--- src/rtl/sesp_pkg.sv ---
// sesp_pkg: shared types, phase codes, request codes and constants of the
// sector erase / program sequencer. No dependencies.
`timescale 1ns / 1ps
`default_nettype none

package sesp_pkg;

   // field widths
   localparam int AddrW     = 32;
   localparam int ByteW     = 8;
   localparam int KindW     = 3;
   localparam int WaitW     = 7;
   localparam int OutcomeW  = 2;
   localparam int PhaseW    = 5;
   localparam int AttemptW  = 3;
   localparam int PollW     = 9;
   localparam int PrefixW   = 3;
   localparam int PageBytesW = 13;

   localparam logic [PageBytesW-1:0] PageBytesReset = 13'd128;
   localparam int MaxPageBytesDefault = 4096;
   localparam int PageBytesCap = (1 << PageBytesW) - 1;

   // input op codes
   localparam logic OpStart    = 1'b0;
   localparam logic OpResponse = 1'b1;

   // request kinds
   localparam logic [KindW-1:0] KindRead  = 3'd0;
   localparam logic [KindW-1:0] KindWrite = 3'd1;
   localparam logic [KindW-1:0] KindWait  = 3'd2;
   localparam logic [KindW-1:0] KindFetch = 3'd3;
   localparam logic [KindW-1:0] KindDone  = 3'd4;

   // outcomes
   localparam logic [OutcomeW-1:0] OutOk      = 2'd0;
   localparam logic [OutcomeW-1:0] OutProgram = 2'd1;
   localparam logic [OutcomeW-1:0] OutErase   = 2'd2;

   // sequencer phases
   localparam logic [PhaseW-1:0] PhIdle          = 5'd0;
   localparam logic [PhaseW-1:0] PhUnprot        = 5'd1;
   localparam logic [PhaseW-1:0] PhEraseCmd1     = 5'd2;
   localparam logic [PhaseW-1:0] PhEraseCmd2     = 5'd3;
   localparam logic [PhaseW-1:0] PhEraseRead     = 5'd4;
   localparam logic [PhaseW-1:0] PhEraseWaitMore = 5'd5;
   localparam logic [PhaseW-1:0] PhEraseWaitPass = 5'd6;
   localparam logic [PhaseW-1:0] PhEraseWaitFail = 5'd7;
   localparam logic [PhaseW-1:0] PhBlankRead     = 5'd8;
   localparam logic [PhaseW-1:0] PhFetch         = 5'd9;
   localparam logic [PhaseW-1:0] PhProgCmd       = 5'd10;
   localparam logic [PhaseW-1:0] PhProgData      = 5'd11;
   localparam logic [PhaseW-1:0] PhProgRead      = 5'd12;
   localparam logic [PhaseW-1:0] PhProgWaitMore  = 5'd13;
   localparam logic [PhaseW-1:0] PhProgWaitDone  = 5'd14;
   localparam logic [PhaseW-1:0] PhProgCheck     = 5'd15;
   localparam logic [PhaseW-1:0] PhResetWrite    = 5'd16;
   localparam logic [PhaseW-1:0] PhProtect       = 5'd17;

   // flash command bytes and timing
   localparam logic [ByteW-1:0] CmdEraseSetup   = 8'h20;
   localparam logic [ByteW-1:0] CmdEraseConfirm = 8'hD0;
   localparam logic [ByteW-1:0] CmdProgram      = 8'h10;
   localparam logic [ByteW-1:0] CmdReset        = 8'hFF;
   localparam logic [ByteW-1:0] BlankByte       = 8'hFF;
   localparam logic [PollW-1:0] ErasePolls      = 9'd500;
   localparam logic [PollW-1:0] ProgPolls       = 9'd60;
   localparam logic [WaitW-1:0] EraseWaitUs     = 7'd100;
   localparam logic [WaitW-1:0] ProgWaitUs      = 7'd1;
   localparam logic [AttemptW-1:0] MaxAttempts  = 3'd4;
   localparam logic [AddrW-1:0] StatusOffset    = 32'd127;
   localparam logic [AddrW-1:0] UnlockLast      = 32'h0000_041A;
   localparam logic [AddrW-1:0] LockLast        = 32'h0000_040A;
   localparam logic [PrefixW-1:0] PrefixLen     = 3'd6;

   typedef struct packed {
      logic              op;
      logic [AddrW-1:0]  sector_offset;
      logic [AddrW-1:0]  source_base;
      logic [ByteW-1:0]  response_byte;
      logic              response_ok;
   } item_type;

   typedef struct packed {
      logic [KindW-1:0]    request_kind;
      logic [AddrW-1:0]    request_address;
      logic [ByteW-1:0]    write_byte;
      logic [WaitW-1:0]    wait_micros;
      logic [OutcomeW-1:0] outcome;
   } result_type;

   // sequencer state, byte index kept apart since its width is parameterized
   typedef struct packed {
      logic [PhaseW-1:0]   phase;
      logic [AttemptW-1:0] attempt_count;
      logic [PollW-1:0]    poll_budget;
      logic [PrefixW-1:0]  prefix_step;
      logic [ByteW-1:0]    data_byte;
      logic [AddrW-1:0]    sector_base;
      logic [AddrW-1:0]    source_start;
      logic [OutcomeW-1:0] pending_outcome;
   } state_type;

   localparam state_type StateReset = '{
      phase: PhIdle, attempt_count: '0, poll_budget: '0, prefix_step: '0,
      data_byte: '0, sector_base: '0, source_start: '0, pending_outcome: OutOk
   };

   // lock / unlock read address for a prefix step
   function automatic logic [AddrW-1:0] lock_addr(input logic [PrefixW-1:0] step,
                                                   input logic [AddrW-1:0] last);
      logic [AddrW-1:0] a;
      case (step)
         3'd0:    a = 32'h0000_1823;
         3'd1:    a = 32'h0000_1820;
         3'd2:    a = 32'h0000_1822;
         3'd3:    a = 32'h0000_0418;
         3'd4:    a = 32'h0000_041B;
         3'd5:    a = 32'h0000_0419;
         default: a = last;
      endcase
      return a;
   endfunction

   function automatic result_type make_req(input logic [KindW-1:0] kind,
                                           input logic [AddrW-1:0] addr,
                                           input logic [ByteW-1:0] wb,
                                           input logic [WaitW-1:0] wt,
                                           input logic [OutcomeW-1:0] oc);
      result_type r;
      r.request_kind    = kind;
      r.request_address = addr;
      r.write_byte      = wb;
      r.wait_micros     = wt;
      r.outcome         = oc;
      return r;
   endfunction

endpackage

`default_nettype wire

--- src/rtl/sesp_in_reg.sv ---
// sesp_in_reg: input register of the sequencer, holds one request-side beat
// until the step logic takes it. Depends on sesp_pkg.
`timescale 1ns / 1ps
`default_nettype none

module sesp_in_reg (
   input  wire logic              clock,
   input  wire logic              reset,
   input  wire logic              req_valid,
   output logic                   req_stall,
   input  wire sesp_pkg::item_type req_item,
   input  wire logic              advance,
   output logic                   item_valid,
   output sesp_pkg::item_type     item
);

   logic               valid_ff;
   logic               valid_in;
   sesp_pkg::item_type item_ff;
   logic               take;

   assign req_stall = valid_ff & ~advance;
   assign take      = req_valid & ~req_stall;
   assign valid_in  = take | (valid_ff & ~advance);

   always_ff @(posedge clock) begin
      if (reset) begin
         valid_ff <= 1'b0;
      end else begin
         valid_ff <= valid_in;
      end
   end

   always_ff @(posedge clock) begin
      if (take) begin
         item_ff <= req_item;
      end
   end

   assign item_valid = valid_ff;
   assign item       = item_ff;

endmodule

`default_nettype wire

--- src/rtl/sesp_step.sv ---
// sesp_step: combinational next-state and request logic for one beat of the
// sector erase / program sequence. Depends on sesp_pkg.
`timescale 1ns / 1ps
`default_nettype none

module sesp_step #(
   parameter int MAX_PAGE_BYTES = sesp_pkg::MaxPageBytesDefault,
   parameter int IDX_W          = sesp_pkg::PageBytesW
) (
   input  wire sesp_pkg::item_type                 item,
   input  wire sesp_pkg::state_type                st,
   input  wire logic [IDX_W-1:0]                   byte_index,
   input  wire logic [sesp_pkg::PageBytesW-1:0]    page_bytes,
   output sesp_pkg::state_type                     st_next,
   output logic [IDX_W-1:0]                        byte_index_next,
   output sesp_pkg::result_type                    result
);

   logic [IDX_W-1:0]                 page_len;
   logic [IDX_W-1:0]                 idx_inc;
   logic [IDX_W-1:0]                 fetch_idx;
   logic [sesp_pkg::AddrW-1:0]       here;
   logic [sesp_pkg::AddrW-1:0]       status_addr;
   logic [sesp_pkg::PollW-1:0]       poll_dec;
   logic [sesp_pkg::AttemptW-1:0]    attempt_inc;
   logic [sesp_pkg::PrefixW-1:0]     prefix_inc;
   logic [sesp_pkg::OutcomeW-1:0]    code;
   logic                             go_fetch;
   logic                             go_protect;
   logic                             go_reset;
   logic                             go_finish;
   logic                             ok;
   logic [sesp_pkg::ByteW-1:0]       rb;

   // sector size, clipped to the largest supported page
   always_comb begin
      if (32'(page_bytes) > 32'(MAX_PAGE_BYTES)) begin
         page_len = IDX_W'(MAX_PAGE_BYTES);
      end else begin
         page_len = page_bytes[IDX_W-1:0];
      end
   end

   assign ok          = item.response_ok;
   assign rb          = item.response_byte;
   assign idx_inc     = byte_index + 1'b1;
   assign here        = st.sector_base + sesp_pkg::AddrW'(byte_index);
   assign status_addr = st.sector_base + sesp_pkg::StatusOffset;
   assign poll_dec    = (st.poll_budget != '0) ? st.poll_budget - 1'b1 : st.poll_budget;
   assign attempt_inc = st.attempt_count + 1'b1;
   assign prefix_inc  = st.prefix_step + 1'b1;

   always_comb begin
      st_next         = st;
      byte_index_next = byte_index;
      result          = '0;
      go_fetch        = 1'b0;
      go_protect      = 1'b0;
      go_reset        = 1'b0;
      go_finish       = 1'b0;
      code            = sesp_pkg::OutOk;
      fetch_idx       = byte_index;

      if (item.op == sesp_pkg::OpStart) begin
         st_next.sector_base     = item.sector_offset;
         st_next.source_start    = item.source_base;
         st_next.attempt_count   = '0;
         st_next.poll_budget     = '0;
         st_next.data_byte       = '0;
         st_next.pending_outcome = sesp_pkg::OutOk;
         st_next.prefix_step     = '0;
         st_next.phase           = sesp_pkg::PhUnprot;
         byte_index_next         = '0;
         result = sesp_pkg::make_req(sesp_pkg::KindRead,
                     sesp_pkg::lock_addr('0, sesp_pkg::UnlockLast), '0, '0, '0);
      end else begin
         case (st.phase)
            sesp_pkg::PhUnprot: begin
               if (!ok) begin
                  go_finish = 1'b1;
                  code      = sesp_pkg::OutProgram;
               end else if (st.prefix_step < sesp_pkg::PrefixLen) begin
                  st_next.prefix_step = prefix_inc;
                  result = sesp_pkg::make_req(sesp_pkg::KindRead,
                     sesp_pkg::lock_addr(prefix_inc, sesp_pkg::UnlockLast), '0, '0, '0);
               end else begin
                  st_next.phase = sesp_pkg::PhEraseCmd1;
                  result = sesp_pkg::make_req(sesp_pkg::KindWrite, '0,
                     sesp_pkg::CmdEraseSetup, '0, '0);
               end
            end
            sesp_pkg::PhEraseCmd1: begin
               if (!ok) begin
                  go_protect = 1'b1;
                  code       = sesp_pkg::OutErase;
               end else begin
                  st_next.phase = sesp_pkg::PhEraseCmd2;
                  result = sesp_pkg::make_req(sesp_pkg::KindWrite, st.sector_base,
                     sesp_pkg::CmdEraseConfirm, '0, '0);
               end
            end
            sesp_pkg::PhEraseCmd2: begin
               if (!ok) begin
                  go_protect = 1'b1;
                  code       = sesp_pkg::OutErase;
               end else begin
                  st_next.poll_budget = sesp_pkg::ErasePolls;
                  st_next.phase       = sesp_pkg::PhEraseRead;
                  result = sesp_pkg::make_req(sesp_pkg::KindRead, status_addr, '0, '0, '0);
               end
            end
            sesp_pkg::PhEraseRead: begin
               if (!ok) begin
                  go_protect = 1'b1;
                  code       = sesp_pkg::OutErase;
               end else begin
                  st_next.poll_budget = poll_dec;
                  // bit 7 done, bit 5 timeout flag of the part
                  if (!rb[7] && !rb[5] && poll_dec != '0) begin
                     st_next.phase = sesp_pkg::PhEraseWaitMore;
                  end else if (rb[7] && !rb[5]) begin
                     st_next.phase = sesp_pkg::PhEraseWaitPass;
                  end else begin
                     st_next.phase = sesp_pkg::PhEraseWaitFail;
                  end
                  result = sesp_pkg::make_req(sesp_pkg::KindWait, '0, '0,
                     sesp_pkg::EraseWaitUs, '0);
               end
            end
            sesp_pkg::PhEraseWaitMore, sesp_pkg::PhEraseWaitPass,
            sesp_pkg::PhEraseWaitFail: begin
               if (!ok) begin
                  go_protect = 1'b1;
                  code       = sesp_pkg::OutErase;
               end else if (st.phase == sesp_pkg::PhEraseWaitMore) begin
                  st_next.phase = sesp_pkg::PhEraseRead;
                  result = sesp_pkg::make_req(sesp_pkg::KindRead, status_addr, '0, '0, '0);
               end else if (st.phase == sesp_pkg::PhEraseWaitFail) begin
                  go_reset = 1'b1;
                  code     = sesp_pkg::OutErase;
               end else begin
                  byte_index_next = '0;
                  if (page_len == '0) begin
                     go_protect = 1'b1;
                     code       = sesp_pkg::OutOk;
                  end else begin
                     st_next.phase = sesp_pkg::PhBlankRead;
                     result = sesp_pkg::make_req(sesp_pkg::KindRead, st.sector_base,
                        '0, '0, '0);
                  end
               end
            end
            sesp_pkg::PhBlankRead: begin
               if (!ok || rb != sesp_pkg::BlankByte) begin
                  go_reset = 1'b1;
                  code     = sesp_pkg::OutErase;
               end else if (idx_inc < page_len) begin
                  byte_index_next = idx_inc;
                  result = sesp_pkg::make_req(sesp_pkg::KindRead,
                     st.sector_base + sesp_pkg::AddrW'(idx_inc), '0, '0, '0);
               end else begin
                  byte_index_next = '0;
                  go_fetch        = 1'b1;
                  fetch_idx       = '0;
               end
            end
            sesp_pkg::PhFetch: begin
               if (!ok) begin
                  go_protect = 1'b1;
                  code       = sesp_pkg::OutProgram;
               end else begin
                  st_next.data_byte     = rb;
                  st_next.attempt_count = '0;
                  st_next.phase         = sesp_pkg::PhProgCmd;
                  result = sesp_pkg::make_req(sesp_pkg::KindWrite, '0,
                     sesp_pkg::CmdProgram, '0, '0);
               end
            end
            sesp_pkg::PhProgCmd: begin
               if (!ok) begin
                  go_protect = 1'b1;
                  code       = sesp_pkg::OutProgram;
               end else begin
                  st_next.phase = sesp_pkg::PhProgData;
                  result = sesp_pkg::make_req(sesp_pkg::KindWrite, here, st.data_byte,
                     '0, '0);
               end
            end
            sesp_pkg::PhProgData: begin
               if (!ok) begin
                  go_protect = 1'b1;
                  code       = sesp_pkg::OutProgram;
               end else begin
                  st_next.poll_budget = sesp_pkg::ProgPolls;
                  st_next.phase       = sesp_pkg::PhProgRead;
                  result = sesp_pkg::make_req(sesp_pkg::KindRead, here, '0, '0, '0);
               end
            end
            sesp_pkg::PhProgRead: begin
               if (!ok) begin
                  go_protect = 1'b1;
                  code       = sesp_pkg::OutProgram;
               end else begin
                  st_next.poll_budget = poll_dec;
                  // data polling: bit 7 follows the data once the write lands
                  if (rb[7] != st.data_byte[7] && !rb[5] && poll_dec != '0) begin
                     st_next.phase = sesp_pkg::PhProgWaitMore;
                  end else begin
                     st_next.phase = sesp_pkg::PhProgWaitDone;
                  end
                  result = sesp_pkg::make_req(sesp_pkg::KindWait, '0, '0,
                     sesp_pkg::ProgWaitUs, '0);
               end
            end
            sesp_pkg::PhProgWaitMore, sesp_pkg::PhProgWaitDone: begin
               if (!ok) begin
                  go_protect = 1'b1;
                  code       = sesp_pkg::OutProgram;
               end else begin
                  st_next.phase = (st.phase == sesp_pkg::PhProgWaitMore) ?
                     sesp_pkg::PhProgRead : sesp_pkg::PhProgCheck;
                  result = sesp_pkg::make_req(sesp_pkg::KindRead, here, '0, '0, '0);
               end
            end
            sesp_pkg::PhProgCheck: begin
               if (!ok) begin
                  go_protect = 1'b1;
                  code       = sesp_pkg::OutProgram;
               end else if (rb[7] == st.data_byte[7] && !rb[5]) begin
                  byte_index_next = idx_inc;
                  go_fetch        = 1'b1;
                  fetch_idx       = idx_inc;
               end else begin
                  st_next.attempt_count = attempt_inc;
                  if (attempt_inc >= sesp_pkg::MaxAttempts) begin
                     go_reset = 1'b1;
                     code     = sesp_pkg::OutProgram;
                  end else begin
                     st_next.phase = sesp_pkg::PhProgCmd;
                     result = sesp_pkg::make_req(sesp_pkg::KindWrite, '0,
                        sesp_pkg::CmdProgram, '0, '0);
                  end
               end
            end
            sesp_pkg::PhResetWrite: begin
               // response to the reset write is ignored
               go_protect = 1'b1;
               code       = st.pending_outcome;
            end
            sesp_pkg::PhProtect: begin
               if (!ok) begin
                  go_finish = 1'b1;
                  code      = sesp_pkg::OutProgram;
               end else if (st.prefix_step < sesp_pkg::PrefixLen) begin
                  st_next.prefix_step = prefix_inc;
                  result = sesp_pkg::make_req(sesp_pkg::KindRead,
                     sesp_pkg::lock_addr(prefix_inc, sesp_pkg::LockLast), '0, '0, '0);
               end else begin
                  go_finish = 1'b1;
                  code      = st.pending_outcome;
               end
            end
            default: begin
               // response with no job running
               go_finish = 1'b1;
               code      = sesp_pkg::OutProgram;
            end
         endcase

         // next byte fetch, or protect once the sector is done
         if (go_fetch) begin
            if (fetch_idx >= page_len) begin
               go_protect = 1'b1;
               code       = sesp_pkg::OutOk;
            end else begin
               st_next.phase = sesp_pkg::PhFetch;
               result = sesp_pkg::make_req(sesp_pkg::KindFetch,
                  st.source_start + sesp_pkg::AddrW'(fetch_idx), '0, '0, '0);
            end
         end

         if (go_protect) begin
            st_next.pending_outcome = code;
            st_next.prefix_step     = '0;
            st_next.phase           = sesp_pkg::PhProtect;
            result = sesp_pkg::make_req(sesp_pkg::KindRead,
               sesp_pkg::lock_addr('0, sesp_pkg::LockLast), '0, '0, '0);
         end

         if (go_reset) begin
            st_next.pending_outcome = code;
            st_next.phase           = sesp_pkg::PhResetWrite;
            result = sesp_pkg::make_req(sesp_pkg::KindWrite, '0, sesp_pkg::CmdReset,
               '0, '0);
         end

         if (go_finish) begin
            st_next.phase = sesp_pkg::PhIdle;
            result = sesp_pkg::make_req(sesp_pkg::KindDone, '0, '0, '0, code);
         end
      end
   end

endmodule

`default_nettype wire

--- src/rtl/sesp_out_reg.sv ---
// sesp_out_reg: result register of the sequencer, holds one request beat
// until the receiver takes it. Depends on sesp_pkg.
`timescale 1ns / 1ps
`default_nettype none

module sesp_out_reg (
   input  wire logic                 clock,
   input  wire logic                 reset,
   input  wire logic                 load,
   input  wire sesp_pkg::result_type result,
   input  wire logic                 rsp_stall,
   output logic                      rsp_valid,
   output sesp_pkg::result_type      rsp_result,
   output logic                      can_load
);

   logic                 valid_ff;
   logic                 valid_in;
   sesp_pkg::result_type result_ff;

   assign can_load = ~valid_ff | ~rsp_stall;
   assign valid_in = load | (valid_ff & rsp_stall);

   always_ff @(posedge clock) begin
      if (reset) begin
         valid_ff <= 1'b0;
      end else begin
         valid_ff <= valid_in;
      end
   end

   always_ff @(posedge clock) begin
      if (load) begin
         result_ff <= result;
      end
   end

   assign rsp_valid  = valid_ff;
   assign rsp_result = result_ff;

endmodule

`default_nettype wire

--- src/rtl/sector_erase_program_sequencer_top.sv ---
// sector_erase_program_sequencer_top: top level of the sector erase / program
// sequencer. Depends on sesp_pkg, sesp_in_reg, sesp_step and sesp_out_reg.
//
// usage
//  - a req beat with op start names a sector offset and a source address;
//    every later req beat (op response) carries the byte and ok flag that
//    answer the previous request
//  - each req beat yields exactly one rsp beat: flash read, flash write,
//    wait, source fetch, or finished with an outcome code
//  - csr_write_enable / csr_write_data set the sector size in bytes; write
//    it only while no beat is in flight
//  - path: an accepted req beat is held in the input register; its rsp beat
//    is registered in the result register
//  - throughput: one beat per cycle while rsp_stall is low; the step logic
//    is one pass from input register via sequencer registers to result reg
//  - rsp_stall holds the result register; the input register then holds its
//    beat and req_stall rises, so nothing is dropped or repeated
//  - reset: both registers empty, sequencer idle, sector size 128 bytes
`timescale 1ns / 1ps
`default_nettype none

module sector_erase_program_sequencer_top #(
   parameter int MAX_PAGE_BYTES = sesp_pkg::MaxPageBytesDefault
) (
   input  wire logic                               clock,
   input  wire logic                               reset,
   // request-side beats
   input  wire logic                               req_valid,
   output logic                                    req_stall,
   input  wire logic                               req_op,
   input  wire logic [sesp_pkg::AddrW-1:0]         req_sector_offset,
   input  wire logic [sesp_pkg::AddrW-1:0]         req_source_base,
   input  wire logic [sesp_pkg::ByteW-1:0]         req_response_byte,
   input  wire logic                               req_response_ok,
   // result beats
   output logic                                    rsp_valid,
   input  wire logic                               rsp_stall,
   output logic [sesp_pkg::KindW-1:0]              rsp_request_kind,
   output logic [sesp_pkg::AddrW-1:0]              rsp_request_address,
   output logic [sesp_pkg::ByteW-1:0]              rsp_write_byte,
   output logic [sesp_pkg::WaitW-1:0]              rsp_wait_micros,
   output logic [sesp_pkg::OutcomeW-1:0]           rsp_outcome,
   // sector size register
   input  wire logic                               csr_write_enable,
   input  wire logic [sesp_pkg::PageBytesW-1:0]    csr_write_data
);

   // byte index only needs to reach the largest usable sector size
   localparam int CapBytes = (MAX_PAGE_BYTES < sesp_pkg::PageBytesCap) ?
                             MAX_PAGE_BYTES : sesp_pkg::PageBytesCap;
   localparam int IdxW = $clog2(CapBytes + 1);

   sesp_pkg::item_type   req_item;
   sesp_pkg::item_type   item;
   logic                 item_valid;
   logic                 advance;
   logic                 can_load;
   sesp_pkg::result_type step_result;
   sesp_pkg::result_type rsp_result;

   // sequencer registers
   sesp_pkg::state_type  state_ff;
   sesp_pkg::state_type  state_in;
   logic [IdxW-1:0]      byte_index_ff;
   logic [IdxW-1:0]      byte_index_in;
   logic [sesp_pkg::PageBytesW-1:0] page_bytes_ff;

   assign req_item.op            = req_op;
   assign req_item.sector_offset = req_sector_offset;
   assign req_item.source_base   = req_source_base;
   assign req_item.response_byte = req_response_byte;
   assign req_item.response_ok   = req_response_ok;

   // a held beat moves on whenever the result register has room
   assign advance = item_valid & can_load;

   sesp_in_reg u_in_reg (
      .clock      (clock),
      .reset      (reset),
      .req_valid  (req_valid),
      .req_stall  (req_stall),
      .req_item   (req_item),
      .advance    (advance),
      .item_valid (item_valid),
      .item       (item)
   );

   sesp_step #(
      .MAX_PAGE_BYTES (MAX_PAGE_BYTES),
      .IDX_W          (IdxW)
   ) u_step (
      .item            (item),
      .st              (state_ff),
      .byte_index      (byte_index_ff),
      .page_bytes      (page_bytes_ff),
      .st_next         (state_in),
      .byte_index_next (byte_index_in),
      .result          (step_result)
   );

   // sequencer state only moves when a beat goes through the step logic
   always_ff @(posedge clock) begin
      if (reset) begin
         state_ff      <= sesp_pkg::StateReset;
         byte_index_ff <= '0;
      end else if (advance) begin
         state_ff      <= state_in;
         byte_index_ff <= byte_index_in;
      end
   end

   // sector size register, write only
   always_ff @(posedge clock) begin
      if (reset) begin
         page_bytes_ff <= sesp_pkg::PageBytesReset;
      end else if (csr_write_enable) begin
         page_bytes_ff <= csr_write_data;
      end
   end

   sesp_out_reg u_out_reg (
      .clock      (clock),
      .reset      (reset),
      .load       (advance),
      .result     (step_result),
      .rsp_stall  (rsp_stall),
      .rsp_valid  (rsp_valid),
      .rsp_result (rsp_result),
      .can_load   (can_load)
   );

   assign rsp_request_kind    = rsp_result.request_kind;
   assign rsp_request_address = rsp_result.request_address;
   assign rsp_write_byte      = rsp_result.write_byte;
   assign rsp_wait_micros     = rsp_result.wait_micros;
   assign rsp_outcome         = rsp_result.outcome;

   // a finished beat always leaves the sequencer idle
   assert property (@(posedge clock) disable iff (reset)
      advance && step_result.request_kind == sesp_pkg::KindDone
      |=> state_ff.phase == sesp_pkg::PhIdle)
      else $error("sequencer not idle after finished beat");

   // a start beat always opens with the first unlock read
   assert property (@(posedge clock) disable iff (reset)
      advance && item.op == sesp_pkg::OpStart
      |=> state_ff.phase == sesp_pkg::PhUnprot && state_ff.prefix_step == '0)
      else $error("start beat did not enter unprotect");

   // wait length only on wait beats, outcome only on finished beats
   assert property (@(posedge clock) disable iff (reset)
      rsp_valid && rsp_request_kind != sesp_pkg::KindWait |-> rsp_wait_micros == '0)
      else $error("wait length on a non-wait beat");

   assert property (@(posedge clock) disable iff (reset)
      rsp_valid && rsp_request_kind != sesp_pkg::KindDone |-> rsp_outcome == '0)
      else $error("outcome on a non-finished beat");

   // lock prefix counter never runs past its table
   assert property (@(posedge clock) disable iff (reset)
      state_ff.prefix_step <= sesp_pkg::PrefixLen)
      else $error("lock prefix step out of range");

endmodule

`default_nettype wire

--- config.mk ---
export PLATFORM = sky130hd
export DESIGN_NAME = sector_erase_program_sequencer_top
export DESIGN_NICKNAME = d
export VERILOG_FILES = /design/src/rtl/sesp_pkg.sv /design/src/rtl/sesp_in_reg.sv /design/src/rtl/sesp_step.sv /design/src/rtl/sesp_out_reg.sv /design/src/rtl/sector_erase_program_sequencer_top.sv
export SDC_FILE = /design/constraint.sdc
export NUM_CORES = 1
export LEC_CHECK = 0
export BUFFER_PORTS_ARGS = -buffer_cell sky130_fd_sc_hd__buf_2
export CAP_MARGIN = 20
export CELL_PAD_IN_SITES_DETAIL_PLACEMENT = 1
export CELL_PAD_IN_SITES_GLOBAL_PLACEMENT = 2
export CORE_ASPECT_RATIO = 1.4
export CORE_MARGIN = 2
export CORE_UTILIZATION = 38
export DETAILED_ROUTE_END_ITERATION = 6
export GPL_TIMING_DRIVEN = 0
export PLACE_DENSITY = 0.9
export SETUP_SLACK_MARGIN = 0.05
export SLEW_MARGIN = 15
export SYNTH_ARGS = -nofsm -noshare
export SYNTH_HDL_FRONTEND = slang
export SYNTH_HIERARCHICAL = 1
export SYNTH_SLANG_ARGS = --single-unit
--- constraint.sdc ---
create_clock -name clock -period 7.65 [get_ports clock]
set_input_delay 1.1475 -clock clock [delete_from_list [all_inputs] [get_ports clock]]
set_output_delay 1.1475 -clock clock [all_outputs]
set_load 0.02 [all_outputs]
==> flow_summary_export.csv <==
group,metric,value,unit
status,outcome,"finished, final reports clean",
placement,gp_congestion,0.962,
cells_and_area,fin_area,0.0206,mm^2
cts,clk-insertion-delay-late,0.57,ns
sta,rsz0062_at_grt,"no",
sta,worst_slack,0.292,ns
global_route,grt_use_met1,34.1,%
cts,ctsHtreeMaxLevel,1,
global_route,grt_use_total,30.0,%
critical_path,end_kind,"flip-flop",
critical_path,cp_data_arrival_time,7.70,ns
sta,maxSlewViolCount,0,
synth,synth_seq_cells,248,
synth,synth_top_cell_area_share,21.1,%
floorplanning,row_count,94,
global_route,grt_util_met2,53.1,%
global_route,use_met3,3.00,%
global_route,grt_overflow,0,
placement,detailed_place_hpwl,57.0,mm
critical_path,crit_fanout,10,
floorplanning,die_area,0.0491,mm^2
floorplanning,die_y,261,um
route,wl,74.9,mm
global_route,grt_pass1_wl,112,mm
hold_path,worstHoldStart,"u_out_reg/rsp_valid",
global_route,grt_max_degree,35,
placement,placed_area,0.0196,mm^2
route,wl_per_cell,26.0,um
hold_path,hp-class,"reg2reg",
cells_and_area,nNetsFinal,2414,
synth,seq_area_frac_synth,34.6,%
synth,async_reset_ff_share,0,%
synth,synth_area_leaders,"edfxtp_1, dfxtp_1, ha_1",
synth,netlist_area,0.0180,mm^2
critical_path,crit_path_top_delay_cell,"dfxtp_2",
sta,relSlewSlack,19.4,%
cells_and_area,drive_gt1_share,20.9,%
critical_path,start_kind,"flip-flop",
placement,pre_cts_ws,-1.36,ns
cts,cts_sinks,248,
synth,ys_types,97,
critical_path,worstSetupPathType,"reg2reg",
floorplanning,die_x,188,um
cts,clockBufferDepth,3,
power_and_ir_drop,total_power,3.28,mW
route,drt-initial-drc-count,1178,
sta,tightest_slew,1.20,ns
power_and_ir_drop,powerDensity,159,mW/mm^2
cells_and_area,multi_input_area,0.0110,mm^2
cells_and_area,mostFrequentLayoutCells,"buf_2, a21oi_1, nand2_1, nand3_1, nor2_1",
sta,fin_crit,7.36,ns
route,via_per_inst,6.02,
power_and_ir_drop,peakVddDrop,172,uV
cts,root_buffer,"clkbuf_16",
floorplanning,start_util,38.4,%
route,drc_errors,0,
run,drv_cap,0,
floorplanning,top_level_ports,146,
cts,cts_tree,"yes",
critical_path,crit_start,"byte_index_ff[1]",
cts,clkTransAtPathRegs,0.06,ns
placement,numPortBuffers,144,
sta,timing.fmax,136,MHz
sta,skew,0.0152,ns
critical_path,rr_startpoint,"byte_index_ff[1]",
synth,synth-main-ff-cell,"edfxtp_1",
route,dr.pass1.iters,5,
critical_path,cp.required,7.99,ns
route,via_count,17350,
sta,period_share,96.2,%
synth,yosys.area.top_type,"edfxtp_1",
global_route,grt_pass1_vias,18347,
synth,yosys_warnings,6,
cts,cts_made_buffers,27,
global_route,top_usage_layer,"met2",
power_and_ir_drop,p_leak,7.68,nW
synth,synth-edff-count,126,
floorplanning,core,0.0468,mm^2
cells_and_area,antennaDiodeCount,0,
route,antenna_left,0,
critical_path,critical_path.max_stage_delay,0.50,ns
cells_and_area,fillers,5649,
cells_and_area,final_common_cell,"buf_2",
cells_and_area,regArea,0.00623,mm^2
sta,setup_viol,0,
cells_and_area,area_growth,14.8,%
sta,finalHoldViolCount,0,
synth,netlist_instances,2056,
global_route,antenna_found_initial,0,
synth,syn_area_per_cell,8.74,um^2
==> metrics by stage <==
stage	setup TNS [ns]	hold slack, ns	instances	utilization [%]
detailed placement	-42.88	0.507	2830	41.8
CTS	0	0.524	2879	43.9
global route	0	0.562	2884	44.1
floorplan	0	0.476	2058	-
finish	0	0.520	2884	44.1
global placement	-186.58	0.509	2826	41.6
==> critical path: cells and delay by family, from the launching register on <==
| family | cells | cell delay (ns) |
|---|---|---|
| buffers and inverters | 4 | 1.07 |
| adders and majority gates | 3 | 0.99 |
| xor gates and xnor gates | 1 | 0.32 |
| AOI/OAI and AO/OA | 11 | 2.63 |
| DFF | 1 | 0.50 |
| and+or+nand+nor | 7 | 1.59 |
==> cell families (layout without fill, tap and decap cells) <==
logic type / count (synthesis) / after routing / synth area share (%)
AND/OR/NAND/NOR: 680 / 680 / 18.4
AO/OA/AOI/OAI: 670 / 670 / 26.4
adder cells (fa/ha/maj): 82 / 82 / 5.82
flip-flops: 248 / 248 / 34.6
other: 1 / 3 / 0.0209
buffers and inverters: 198 / 400 / 5.10
XOR/XNOR: 96 / 96 / 4.68
multiplexers: 81 / 81 / 4.97
==> final timing paths <==
check | to | depth (start not counted) | slack [ns]
max | u_out_reg/rsp_result[34] | 26 | 0.29
min | u_out_reg/rsp_valid | 2 | 0.52
max reg2reg | u_out_reg/rsp_result[34] | 26 | 0.29
min reg2reg | u_out_reg/rsp_valid | 2 | 0.52
==> layout make-up <==
cell class | instances | area share, %
Buffer | 156 | 3.72
Inverter | 42 | 0.764
Tap cell | 624 | 3.78
Clock inverter | 18 | 1.00
Clock buffer | 30 | 3.38
Multi-Input combinational cell | 1612 | 53.1
Sequential cell | 248 | 30.2
Timing Repair Buffer | 154 | 4.09
==> what timing repair did <==
action                     4_1_cts  5_1_grt
hold buffers                     0        0
cloned                           0        0
setup endpoints to repair       41       40
buffers inserted                 1        4
pin swaps                        1        1
gates resized for setup         18       10
==> Yosys cell counts (12+ instances only) <==
library cell / count
a21oi_1: 186
nand2_1: 165
nand3_1: 157
nor2_1: 151
edfxtp_1: 126
dfxtp_1: 122
o21ai_0: 102
ha_1: 78
clkbuf_1: 75
mux2_2: 66
a21bo_2: 56
a21bo_1: 52
buf_2: 51
nor3_1: 50
xnor2_1: 49
xor2_1: 47
inv_1: 39
a31oi_1: 32
a21oi_2: 30
o31ai_1: 26
a21o_1: 20
a221oi_1: 20
nand4_1: 20
nand2b_1: 19
and3_1: 18
a211oi_1: 17
nor2b_1: 17
and2_1: 16
mux2i_1: 15
or3_1: 12
==> registers in the layout, indices dropped and copies added, names as in the netlist <==
name                  flops
u_out_reg/rsp_valid       1
page_bytes_ff            13
byte_index_ff            13
u_in_reg/item            74
u_out_reg/rsp_result     52
state_ff                 94
u_in_reg/item_valid       1
==> power breakdown <==
part / total (mW) / internal (mW) / switching, mW
clock: 1.37 / 0.791 / 0.575
sequential: 1.50 / 1.46 / 0.0443
combinational: 0.413 / 0.150 / 0.264
==> routing by layer <==
| layer | up-vias | wire length, um |
|---|---|---|
| met2 | 536 | 37100 |
| met4 | 0 | 5610 |
| li1 | 7984 | - |
| met3 | 214 | 3230 |
| met1 | 8616 | 29000 |
| met5 | - | 0 |
Power figures use the tool's default switching activity.
